**src/sv/jmfs_pkg.sv**
```systemverilog
// shared types and constants for the jpeg marker frame splitter
package jmfs_pkg;

  localparam logic [7:0] ByteFf   = 8'hff;
  localparam logic [7:0] ByteZero = 8'h00;
  localparam logic [7:0] MarkSoi  = 8'hd8;
  localparam logic [7:0] MarkEoi  = 8'hd9;
  localparam logic [7:0] MarkSos  = 8'hda;
  localparam logic [7:0] MarkRst0 = 8'hd0;
  localparam logic [7:0] MarkRst7 = 8'hd7;
  localparam logic [7:0] MarkSof2 = 8'hc2;

  // one classified word handed from the front to the back
  typedef struct packed {
    logic        head;       // header start: emit ff d8 ff
    logic        valid;      // one byte word
    logic [7:0]  data;
    logic        last;       // frame close
    logic        trunc;
    logic [15:0] width;
    logic [15:0] height;
    logic        interlaced;
    logic        yuv420;
    logic        herr;
    logic        sync;
  } cmd_t;

  function automatic logic is_sof(input logic [7:0] m);
    return (m[7:4] == 4'hc) && (m != 8'hc4) && (m != 8'hc8) && (m != 8'hcc);
  endfunction

endpackage

```
**src/sv/jmfs_front.sv**
```systemverilog
// front part: header hunt, segment walk and frame property capture
module jmfs_front import jmfs_pkg::*; (
  input  logic       clk_i,
  input  logic       rst_ni,
  input  logic       en_i,
  input  logic [7:0] in_byte_i,
  input  logic       stream_end_i,
  output logic       push_o,
  output cmd_t       cmd_o
);

  typedef enum logic [7:0] {
    WOut  = 8'b00000001,
    WMark = 8'b00000010,
    WTag  = 8'b00000100,
    WLenH = 8'b00001000,
    WLenL = 8'b00010000,
    WPay  = 8'b00100000,
    WEnt  = 8'b01000000,
    WRes  = 8'b10000000
  } walk_e;

  walk_e walk_q, walk_d;
  logic [1:0] hunt_q, hunt_d;
  logic [7:0] mark_q, mark_d;
  logic [15:0] rem_q, rem_d, pos_q, pos_d, wid_q, wid_d, hgt_q, hgt_d;
  logic sawff_q, sawff_d;
  logic [7:0] ncomp_q, ncomp_d, samp0_q, samp0_d, samp1_q, samp1_d;
  logic inter_q, inter_d, herr_q, herr_d, sync_q, sync_d, sof_q, sof_d, sos_q, sos_d;

  logic [7:0] b;
  logic eoi, do_tag;
  logic [15:0] len;
  logic [15:0] rem_dec;
  logic [3:0] h0, v0, h1, v1;
  logic [7:0] p0, p1;
  logic yuv;

  assign b = in_byte_i;
  assign len = {rem_q[15:8], b};
  assign rem_dec = rem_q - 16'd1;

  // 4:2:0 test: p0/p1 == 4 means 4*p1 <= p0 < 5*p1
  always_comb begin
    h0 = samp0_q[7:4];
    v0 = samp0_q[3:0];
    h1 = samp1_q[7:4];
    v1 = samp1_q[3:0];
    p0 = {4'b0, h0} * {4'b0, v0};
    p1 = {4'b0, h1} * {4'b0, v1};
    yuv = (ncomp_q == 8'd3) && (p1 != 8'd0) && (h0 == 4'd2) &&
          ({2'b0, p1, 2'b0} <= {4'b0, p0}) &&
          ({4'b0, p0} < ({2'b0, p1, 2'b0} + {4'b0, p1}));
  end

  always_comb begin
    walk_d = walk_q; hunt_d = hunt_q; mark_d = mark_q; rem_d = rem_q; pos_d = pos_q;
    wid_d = wid_q; hgt_d = hgt_q; sawff_d = sawff_q; ncomp_d = ncomp_q;
    samp0_d = samp0_q; samp1_d = samp1_q;
    inter_d = inter_q; herr_d = herr_q; sync_d = sync_q; sof_d = sof_q; sos_d = sos_q;
    eoi = 1'b0; do_tag = 1'b0;
    push_o = 1'b0;
    cmd_o = '0;
    if (en_i) begin
      if (stream_end_i) begin
        hunt_d = 2'd0;
        if (walk_q != WOut) begin
          push_o = 1'b1;
          cmd_o.last = 1'b1;
          cmd_o.trunc = 1'b1;
          cmd_o.width = wid_q;
          cmd_o.height = hgt_q;
          cmd_o.interlaced = inter_q;
          cmd_o.yuv420 = yuv;
          cmd_o.herr = herr_q | ~sof_q;
          cmd_o.sync = sync_q;
          walk_d = WOut; sawff_d = 1'b0; rem_d = '0; pos_d = '0;
          herr_d = herr_q | ~sof_q;
        end
      end else if (walk_q == WOut) begin
        if (hunt_q == 2'd2 && b == ByteFf) begin
          {inter_d, herr_d, sync_d, sof_d, sos_d} = '0;
          wid_d = '0; hgt_d = '0; ncomp_d = '0; samp0_d = '0; samp1_d = '0;
          mark_d = '0; hunt_d = 2'd0; walk_d = WTag;
          push_o = 1'b1;
          cmd_o.head = 1'b1;
        end else if (b == ByteFf) hunt_d = 2'd1;
        else if (hunt_q == 2'd1 && b == MarkSoi) hunt_d = 2'd2;
        else hunt_d = 2'd0;
      end else begin
        push_o = 1'b1;
        cmd_o.valid = 1'b1;
        cmd_o.data = b;
        unique case (walk_q)
          WMark: begin
            if (b == ByteFf) walk_d = WTag;
            else begin
              sync_d = 1'b1; walk_d = WRes;
            end
          end
          WRes: if (b == ByteFf) walk_d = WTag;
          WTag: do_tag = 1'b1;
          WLenH: begin
            rem_d = {b, 8'h00}; walk_d = WLenL;
          end
          WLenL: begin
            if (len < 16'd2) begin
              herr_d = 1'b1; sync_d = 1'b1; rem_d = '0; walk_d = WRes;
            end else begin
              rem_d = len - 16'd2; pos_d = '0;
              if (len == 16'd2) begin
                if (mark_q == MarkSos) begin
                  sawff_d = 1'b0; walk_d = WEnt;
                end else walk_d = WMark;
              end else walk_d = WPay;
            end
          end
          WPay: begin
            if (is_sof(mark_q) && !sos_q) begin
              case (pos_q)
                16'd1: hgt_d[15:8] = b;
                16'd2: hgt_d[7:0] = b;
                16'd3: wid_d[15:8] = b;
                16'd4: wid_d[7:0] = b;
                16'd5: ncomp_d = b;
                16'd7: samp0_d = b;
                16'd10: samp1_d = b;
                default: ;
              endcase
            end
            if (pos_q != 16'hffff) pos_d = pos_q + 16'd1;
            rem_d = rem_dec;
            if (rem_dec == 16'd0) begin
              if (mark_q == MarkSos) begin
                sawff_d = 1'b0; walk_d = WEnt;
              end else walk_d = WMark;
            end
          end
          WEnt: begin
            if (sawff_q) begin
              sawff_d = 1'b0;
              if (b != ByteZero) begin
                walk_d = WTag; do_tag = 1'b1;
              end
            end else if (b == ByteFf) sawff_d = 1'b1;
          end
          default: walk_d = WRes;
        endcase
        if (do_tag && b != ByteFf) begin
          if (b == MarkEoi) begin
            eoi = 1'b1;
          end else begin
            mark_d = b;
            if (b >= MarkRst0 && b <= MarkRst7) begin
              sawff_d = 1'b0; walk_d = WEnt;
            end else if (b == MarkSoi) walk_d = WMark;
            else begin
              if (b == MarkSos) sos_d = 1'b1;
              if (is_sof(b) && !sos_q) begin
                sof_d = 1'b1;
                if (b == MarkSof2) inter_d = 1'b1;
                wid_d = '0; hgt_d = '0; ncomp_d = '0; samp0_d = '0; samp1_d = '0;
              end
              walk_d = WLenH;
            end
          end
        end
        if (eoi) begin
          cmd_o.last = 1'b1;
          cmd_o.width = wid_q;
          cmd_o.height = hgt_q;
          cmd_o.interlaced = inter_q;
          cmd_o.yuv420 = yuv;
          cmd_o.herr = herr_q | ~sos_q | ~sof_q;
          cmd_o.sync = sync_q;
          herr_d = herr_q | ~sos_q | ~sof_q;
          walk_d = WOut; hunt_d = 2'd0; sawff_d = 1'b0; rem_d = '0; pos_d = '0;
        end
      end
    end
  end

  always_ff @(posedge clk_i or negedge rst_ni) begin
    if (!rst_ni) begin
      walk_q <= WOut; hunt_q <= '0; mark_q <= '0; rem_q <= '0; pos_q <= '0;
      wid_q <= '0; hgt_q <= '0; sawff_q <= 1'b0; ncomp_q <= '0;
      samp0_q <= '0; samp1_q <= '0;
      inter_q <= 1'b0; herr_q <= 1'b0; sync_q <= 1'b0; sof_q <= 1'b0; sos_q <= 1'b0;
    end else begin
      walk_q <= walk_d; hunt_q <= hunt_d; mark_q <= mark_d; rem_q <= rem_d; pos_q <= pos_d;
      wid_q <= wid_d; hgt_q <= hgt_d; sawff_q <= sawff_d; ncomp_q <= ncomp_d;
      samp0_q <= samp0_d; samp1_q <= samp1_d;
      inter_q <= inter_d; herr_q <= herr_d; sync_q <= sync_d; sof_q <= sof_d; sos_q <= sos_d;
    end
  end

  a_onehot: assert property (@(posedge clk_i) disable iff (!rst_ni) $onehot(walk_q))
    else $error("walk state not one-hot");
  a_head_out: assert property (@(posedge clk_i) disable iff (!rst_ni)
    push_o && cmd_o.head |-> walk_q == WOut)
    else $error("header start inside a frame");
  a_last_closes: assert property (@(posedge clk_i) disable iff (!rst_ni)
    en_i && push_o && cmd_o.last |=> walk_q == WOut)
    else $error("frame close left walk open");

endmodule

```
**src/sv/jmfs_back.sv**
```systemverilog
// back part: queue of classified words and expansion into result words
module jmfs_back import jmfs_pkg::*; #(
  parameter int unsigned Depth = 4
) (
  input  logic        clk_i,
  input  logic        rst_ni,
  input  logic        push_i,
  input  cmd_t        cmd_i,
  output logic        space_o,
  output logic        valid_o,
  input  logic        ready_i,
  output logic        byte_valid_o,
  output logic [7:0]  out_byte_o,
  output logic        frame_first_o,
  output logic        frame_last_o,
  output logic [15:0] image_width_o,
  output logic [15:0] image_height_o,
  output logic        is_interlaced_o,
  output logic        is_yuv420_o,
  output logic        header_error_o,
  output logic        sync_lost_o,
  output logic        truncated_o
);

  localparam int unsigned Aw = (Depth > 1) ? $clog2(Depth) : 1;

  cmd_t mem_q [Depth];
  logic [Aw-1:0] wr_q, rd_q;
  logic [Aw:0] cnt_q;
  logic [1:0] sub_q;  // position within a header start word
  cmd_t head;
  logic pop;

  assign head = mem_q[rd_q];
  assign valid_o = cnt_q != '0;
  // one spare entry covers the word in flight from the front
  assign space_o = cnt_q < (Aw+1)'(Depth - 1);
  assign pop = valid_o && ready_i && (!head.head || sub_q == 2'd2);

  always_comb begin
    byte_valid_o = 1'b1;
    out_byte_o = ByteFf;
    frame_first_o = 1'b0;
    frame_last_o = 1'b0;
    image_width_o = '0;
    image_height_o = '0;
    is_interlaced_o = 1'b0;
    is_yuv420_o = 1'b0;
    header_error_o = 1'b0;
    sync_lost_o = 1'b0;
    truncated_o = 1'b0;
    if (head.head) begin
      frame_first_o = sub_q == 2'd0;
      if (sub_q == 2'd1) out_byte_o = MarkSoi;
    end else begin
      byte_valid_o = head.valid;
      out_byte_o = head.data;
      frame_last_o = head.last;
      image_width_o = head.width;
      image_height_o = head.height;
      is_interlaced_o = head.interlaced;
      is_yuv420_o = head.yuv420;
      header_error_o = head.herr;
      sync_lost_o = head.sync;
      truncated_o = head.trunc;
    end
  end

  always_ff @(posedge clk_i) begin
    if (push_i) mem_q[wr_q] <= cmd_i;
  end

  always_ff @(posedge clk_i or negedge rst_ni) begin
    if (!rst_ni) begin
      wr_q <= '0; rd_q <= '0; cnt_q <= '0; sub_q <= '0;
    end else begin
      if (push_i) wr_q <= (wr_q == Aw'(Depth - 1)) ? '0 : wr_q + Aw'(1);
      if (pop) rd_q <= (rd_q == Aw'(Depth - 1)) ? '0 : rd_q + Aw'(1);
      cnt_q <= cnt_q + (Aw+1)'(push_i) - (Aw+1)'(pop);
      if (pop) sub_q <= '0;
      else if (valid_o && ready_i) sub_q <= sub_q + 2'd1;
    end
  end

  a_no_overflow: assert property (@(posedge clk_i) disable iff (!rst_ni)
    push_i |-> cnt_q < (Aw+1)'(Depth) || pop)
    else $error("queue overflow");
  a_sub_head: assert property (@(posedge clk_i) disable iff (!rst_ni)
    sub_q != 2'd0 |-> valid_o && head.head)
    else $error("header position without header word");
  a_sub_range: assert property (@(posedge clk_i) disable iff (!rst_ni) sub_q != 2'd3)
    else $error("header position out of range");

endmodule

```
**src/sv/jpeg_marker_frame_splitter.sv**
```systemverilog
// jpeg marker frame splitter top level
// path: a taken byte passes the pipeline register and then a queue entry before it leaves
// throughput: one byte word per cycle while the queue has space; a header start yields three words in turn
// the rate is set by the front walk register, one byte per cycle while the queue has space
// reset: asynchronous active low, clears the walk and hunt state and the queue
module jpeg_marker_frame_splitter import jmfs_pkg::*; #(
  parameter int unsigned QueueDepth = 4
) (
  input  logic        clk_i,
  input  logic        rst_ni,
  input  logic        in_valid_i,
  output logic        in_ready_o,
  input  logic [7:0]  in_byte_i,
  input  logic        stream_end_i,
  output logic        out_valid_o,
  input  logic        out_ready_i,
  output logic        byte_valid_o,
  output logic [7:0]  out_byte_o,
  output logic        frame_first_o,
  output logic        frame_last_o,
  output logic [15:0] image_width_o,
  output logic [15:0] image_height_o,
  output logic        is_interlaced_o,
  output logic        is_yuv420_o,
  output logic        header_error_o,
  output logic        sync_lost_o,
  output logic        truncated_o
);

  // classified word from the front, registered before entering the queue
  cmd_t cmd_w, cmd_q;
  logic push_w, push_q;
  logic space;
  logic take;

  // the queue keeps one entry spare for the registered word in flight
  assign in_ready_o = space;
  assign take = in_valid_i && in_ready_o;

  jmfs_front u_front (
    .clk_i,
    .rst_ni,
    .en_i         (take),
    .in_byte_i,
    .stream_end_i,
    .push_o       (push_w),
    .cmd_o        (cmd_w)
  );

  // pipeline register between front and queue
  always_ff @(posedge clk_i or negedge rst_ni) begin
    if (!rst_ni) begin
      push_q <= 1'b0;
    end else begin
      push_q <= push_w;
    end
  end

  always_ff @(posedge clk_i) begin
    cmd_q <= cmd_w;
  end

  jmfs_back #(.Depth(QueueDepth + 1)) u_back (
    .clk_i,
    .rst_ni,
    .push_i          (push_q),
    .cmd_i           (cmd_q),
    .space_o         (space),
    .valid_o         (out_valid_o),
    .ready_i         (out_ready_i),
    .byte_valid_o,
    .out_byte_o,
    .frame_first_o,
    .frame_last_o,
    .image_width_o,
    .image_height_o,
    .is_interlaced_o,
    .is_yuv420_o,
    .header_error_o,
    .sync_lost_o,
    .truncated_o
  );

  a_first_byte: assert property (@(posedge clk_i) disable iff (!rst_ni)
    out_valid_o && frame_first_o |-> byte_valid_o && out_byte_o == ByteFf)
    else $error("frame start word is not ff");
  a_trunc_last: assert property (@(posedge clk_i) disable iff (!rst_ni)
    out_valid_o && truncated_o |-> frame_last_o && !byte_valid_o)
    else $error("truncated word malformed");
  a_push_taken: assert property (@(posedge clk_i) disable iff (!rst_ni)
    push_w |-> take)
    else $error("front word without input");

endmodule

```
**config.mk**
```make
export PLATFORM = sky130hd
export DESIGN_NAME = jpeg_marker_frame_splitter
export DESIGN_NICKNAME = d
export VERILOG_FILES = /design/src/sv/jmfs_pkg.sv /design/src/sv/jmfs_front.sv /design/src/sv/jmfs_back.sv /design/src/sv/jpeg_marker_frame_splitter.sv
export SDC_FILE = /design/constraint.sdc
export NUM_CORES = 1
export LEC_CHECK = 0
export BUFFER_PORTS_ARGS = -buffer_cell sky130_fd_sc_hd__buf_2
export CAP_MARGIN = 20
export CORE_MARGIN = 4
export CORE_UTILIZATION = 40
export CTS_CLUSTER_SIZE = 20
export DETAILED_ROUTE_END_ITERATION = 8
export PLACE_DENSITY_LB_ADDON = 0.1
export SLEW_MARGIN = 40
export SYNTH_ARGS = -nofsm -noshare
export SYNTH_HDL_FRONTEND = slang
export SYNTH_HIERARCHICAL = 1
export SYNTH_SLANG_ARGS = --single-unit
```
**constraint.sdc**
```tcl
create_clock -name clk_i -period 4.7 [get_ports clk_i]
set_input_delay 0.235 -clock clk_i [delete_from_list [all_inputs] [get_ports clk_i]]
set_output_delay 0.235 -clock clk_i [all_outputs]
set_load 0.02 [all_outputs]
```
==> flow_summary_export.csv <==
group,metric,value,unit
floorplan,ios,63,
setup_path,critPathTopFamily,"adder cells",
setup_path,required,5180,ps
logic_synthesis,ys_warn_count,6,
global_route,grt_overflow,0,
detailed_routing,ant_nets,0,
cells_and_area,antenna_cells,0,
placed_design,place.gp.congestion,0.8376,
logic_synthesis,syn_area,18970,um2
setup_path,crit_chain,"nand2_1 -> fa_1 -> fa_1 -> inv_1 -> ha_1 -> a21o_1 -> a21oi_1 -> xnor2_1 -> ha_1 -> inv_1 -> o21bai_1 -> a21oi_1 -> xor2_1 -> ha_1 -> a2111oi_0 -> nand4bb_1 -> a31oi_1",
sta,setup_viol,0,
setup_path,crit_top_cell,"ha_1",
setup_path,end_kind,"register",
sta,drv_slew,0,
power_and_ir_drop,powerDensity,506.0,nW/um2
floorplan,start_util,40.57,%
logic_synthesis,synth_top_area_share,37.99,%
placed_design,portBuffers,62,
floorplan,die_x,225.8,um
cells_and_area,final_nets,1707,
detailed_routing,route.detailed.drc,0,
sta,post-route-period-util,91.59,%
clock_network,clk_latency,570,ps
setup_path,path_buf_inv,2,
placed_design,post-place-ws,371.0,ps
floorplan,dieArea,50970,um2
logic_synthesis,async_flop_share,30.27,%
detailed_routing,dr.pass1.iters,5,
detailed_routing,wl_per_cell,20.31,um
clock_network,root_buffer,"clkbuf_16",
sta,clock.fmax,232.3,MHz
logic_synthesis,yosys.area.top_type,"edfxtp_1",
setup_path,critical_path_arrival,4790,ps
sta,finalClockSkew,31.98,ps
detailed_routing,routed_wl,45950,um
floorplan,rows,79,
global_route,grtUsageTotal,17.87,%
logic_synthesis,syn_inst,1565,
cells_and_area,area_growth,12.91,%
global_route,grt_max_degree,67,
outcome,status,"complete, no violations",
logic_synthesis,synthFlopType,"edfxtp_1",
power_and_ir_drop,leakagePower,8.586,nW
clock_network,cts_made_buffers,44,
logic_synthesis,yosysMostFrequentCell,"edfxtp_1",
global_route,antenna_found_initial,0,
cells_and_area,fillerInstances,4303,
setup_path,start_kind,"register",
sta,worst_slew_pin_slew,841.6,ps
clock_network,cts_tree,"done",
setup_path,criticalPathCategory,"reg2reg",
cells_and_area,utilization,45.81,%
job,max_cap_viol_count,0,
global_route,grt_pass1_vias,12179,
logic_synthesis,syn-num-nets,1652,
logic_synthesis,yosys-top-cells-count,"edfxtp_1 (240), nand2_1 (217), dfrtp_1 (124)",
sta,worst_slack,395.1,ps
sta,rsz0062_at_grt,"false",
detailed_routing,vias,12313,
setup_path,cpMaxStageDelayCell,"fa_1",
logic_synthesis,syn_avg_cell_area,12.12,um2
setup_path,crit_fanout,5,
global_route,grt_pass1_wl,71750,um
clock_network,htreeDepth,2,
detailed_routing,drt_iter0_drc,1036,
sta,fin_setup_tns,0,ps
min_path,hold_path.class,"in2reg",
power_and_ir_drop,irDropWorstVdd,0.0002246,V
logic_synthesis,synthTopCellsByArea,"edfxtp_1 (38%), dfrtp_1 (16%), mux4_2 (5.6%), dfxtp_1 (5.1%), nand2_1 (4.3%)",
floorplan,core-area,46750,um2
detailed_routing,viasPerCell,5.443,
sta,relSlewSlack,43.37,%
clock_network,clockBufferDepth,3,
clock_network,clkTransAtPathRegs,60,ps
logic_synthesis,ys_seq_elements,413,
sta,hold_viol_final,0,
cells_and_area,drive_gt1_share,14.02,%
placed_design,dp_hpwl,28310,um
floorplan,die_h,225.8,um
clock_network,postCtsSetupBuffers,0,
sta,fin_crit,4305,ps
logic_synthesis,yosysSeqAreaShare,59.55,%
logic_synthesis,synth_edf_count,240,
setup_path,critPathMaxStageDelay,610,ps
clock_network,clock_sinks,413,
logic_synthesis,netlist-cell-type-count,86,
==> worst register-to-register path, stage by stage (launching register included) <==
cell and delay (ps):
dfrtp_1 390, nand2_1 100, fa_1 520, fa_1 610, inv_1 60, ha_1 280, a21o_1 170, a21oi_1 210
xnor2_1 260, ha_1 330, inv_1 90, o21bai_1 90, a21oi_1 170, xor2_1 100, ha_1 190, a2111oi_0 370
nand4bb_1 140, a31oi_1 150
==> state kept, by name, summed over array words and instances (netlist names), 4 cells and up <==
signal,cells
u_back/mem_q,240
u_front/ncomp_q,8
u_front/wid_q,16
u_front/samp1_q,8
u_front/walk_q,8
u_front/pos_q,16
u_front/rem_q,16
u_back/cnt_q,4
u_front/samp0_q,8
u_front/hgt_q,16
u_front/mark_q,8
cmd_q,48
==> cell usage in the layout (no fill, tap or decap), types with 18 or more instances in the layout <==
cell type / netlist / final
edfxtp_1: 240 / 240
nand2_1: 217 / 217
dfrtp_1: 124 / 122
a21oi_1: 116 / 114
nor2_1: 81 / 79
o21ai_0: 74 / 74
inv_1: 67 / 67
ha_1: 64 / 64
buf_2: 26 / 61
and2_1: 61 / 60
dfxtp_1: 48 / 48
mux4_2: 47 / 47
nand3_1: 45 / 45
clkbuf_16: 0 / 44
buf_4: 2 / 22
nor3_1: 22 / 21
mux2i_1: 20 / 20
and3_1: 22 / 20
xnor2_1: 19 / 18
==> cell families after synthesis <==
group	Yosys count	synth area share (%)
compound gates	291	9.459
fa+ha+maj	74	5.277
buf+inv	148	3.258
xor+xnor	26	1.200
simple gates	543	14.43
flops	413	59.55
mux	70	6.827
==> cell type report <==
class / instances / area [um2] / area share, %
multi-input combinational: 1004 / 7113 / 33.21
clock inverter: 24 / 276.5 / 1.291
tap: 607 / 759.5 / 3.546
inverter: 68 / 255.2 / 1.192
sequential: 413 / 11300 / 52.77
clock buffer: 57 / 1160 / 5.415
timing repair buffer: 89 / 553.0 / 2.582
==> metrics by stage <==
step | instances | total power, W | hold WS (ps) | cell area (um2)
3_3_place_gp | 2177 | 0.007445 | 447.3 | 19910
3_5_place_dp | 2178 | 0.007480 | 310.0 | 19940
6_report | 2262 | 0.01084 | 63.55 | 21420
5_1_grt | 2262 | 0.01142 | 50.74 | 21420
2_1_floorplan | 1565 | 0.006528 | -60.59 | 18970
4_1_cts | 2261 | 0.01099 | 27.71 | 21390
==> what timing repair did <==
item / in CTS / in global routing
endpoints found under the setup margin: 0 / 1
hold buffers: 2 / 0
resized for setup: 0 / 1
hold endpoints to repair: 64 / 0
==> path summary, 6_finish.rpt <==
path,startpoint,endpoint,slack [ps],cells past startpoint
setup / recovery,u_front/samp1_q[4],cmd_q[2],400,17
setup reg to reg,u_front/samp1_q[4],cmd_q[2],400,17
hold reg to reg,u_front/hgt_q[13],cmd_q[17],470,1
min in group asynchronous,rst_ni,u_front/rem_q[11],240,2
hold / removal,stream_end_i,cmd_q[36],60,2
max in group asynchronous,rst_ni,u_front/wid_q[7],3490,3
==> power breakdown <==
part | internal [W] | total [W] | switching [W]
logic | 0.00112 | 0.00297 | 0.00186
clock network | 0.00207 | 0.00348 | 0.00141
registers | 0.00411 | 0.00439 | 0.000281
==> layer usage <==
metal	GRT usage, %	part of all wire, %	vias to the layer above
li1	-	-	5811
met1	25.12	46	6188
met2	29.29	48	253
met3	2.691	4.5	61
met4	4.624	1.7	0
met5	0	0	-
Power figures use the tool's default switching activity.
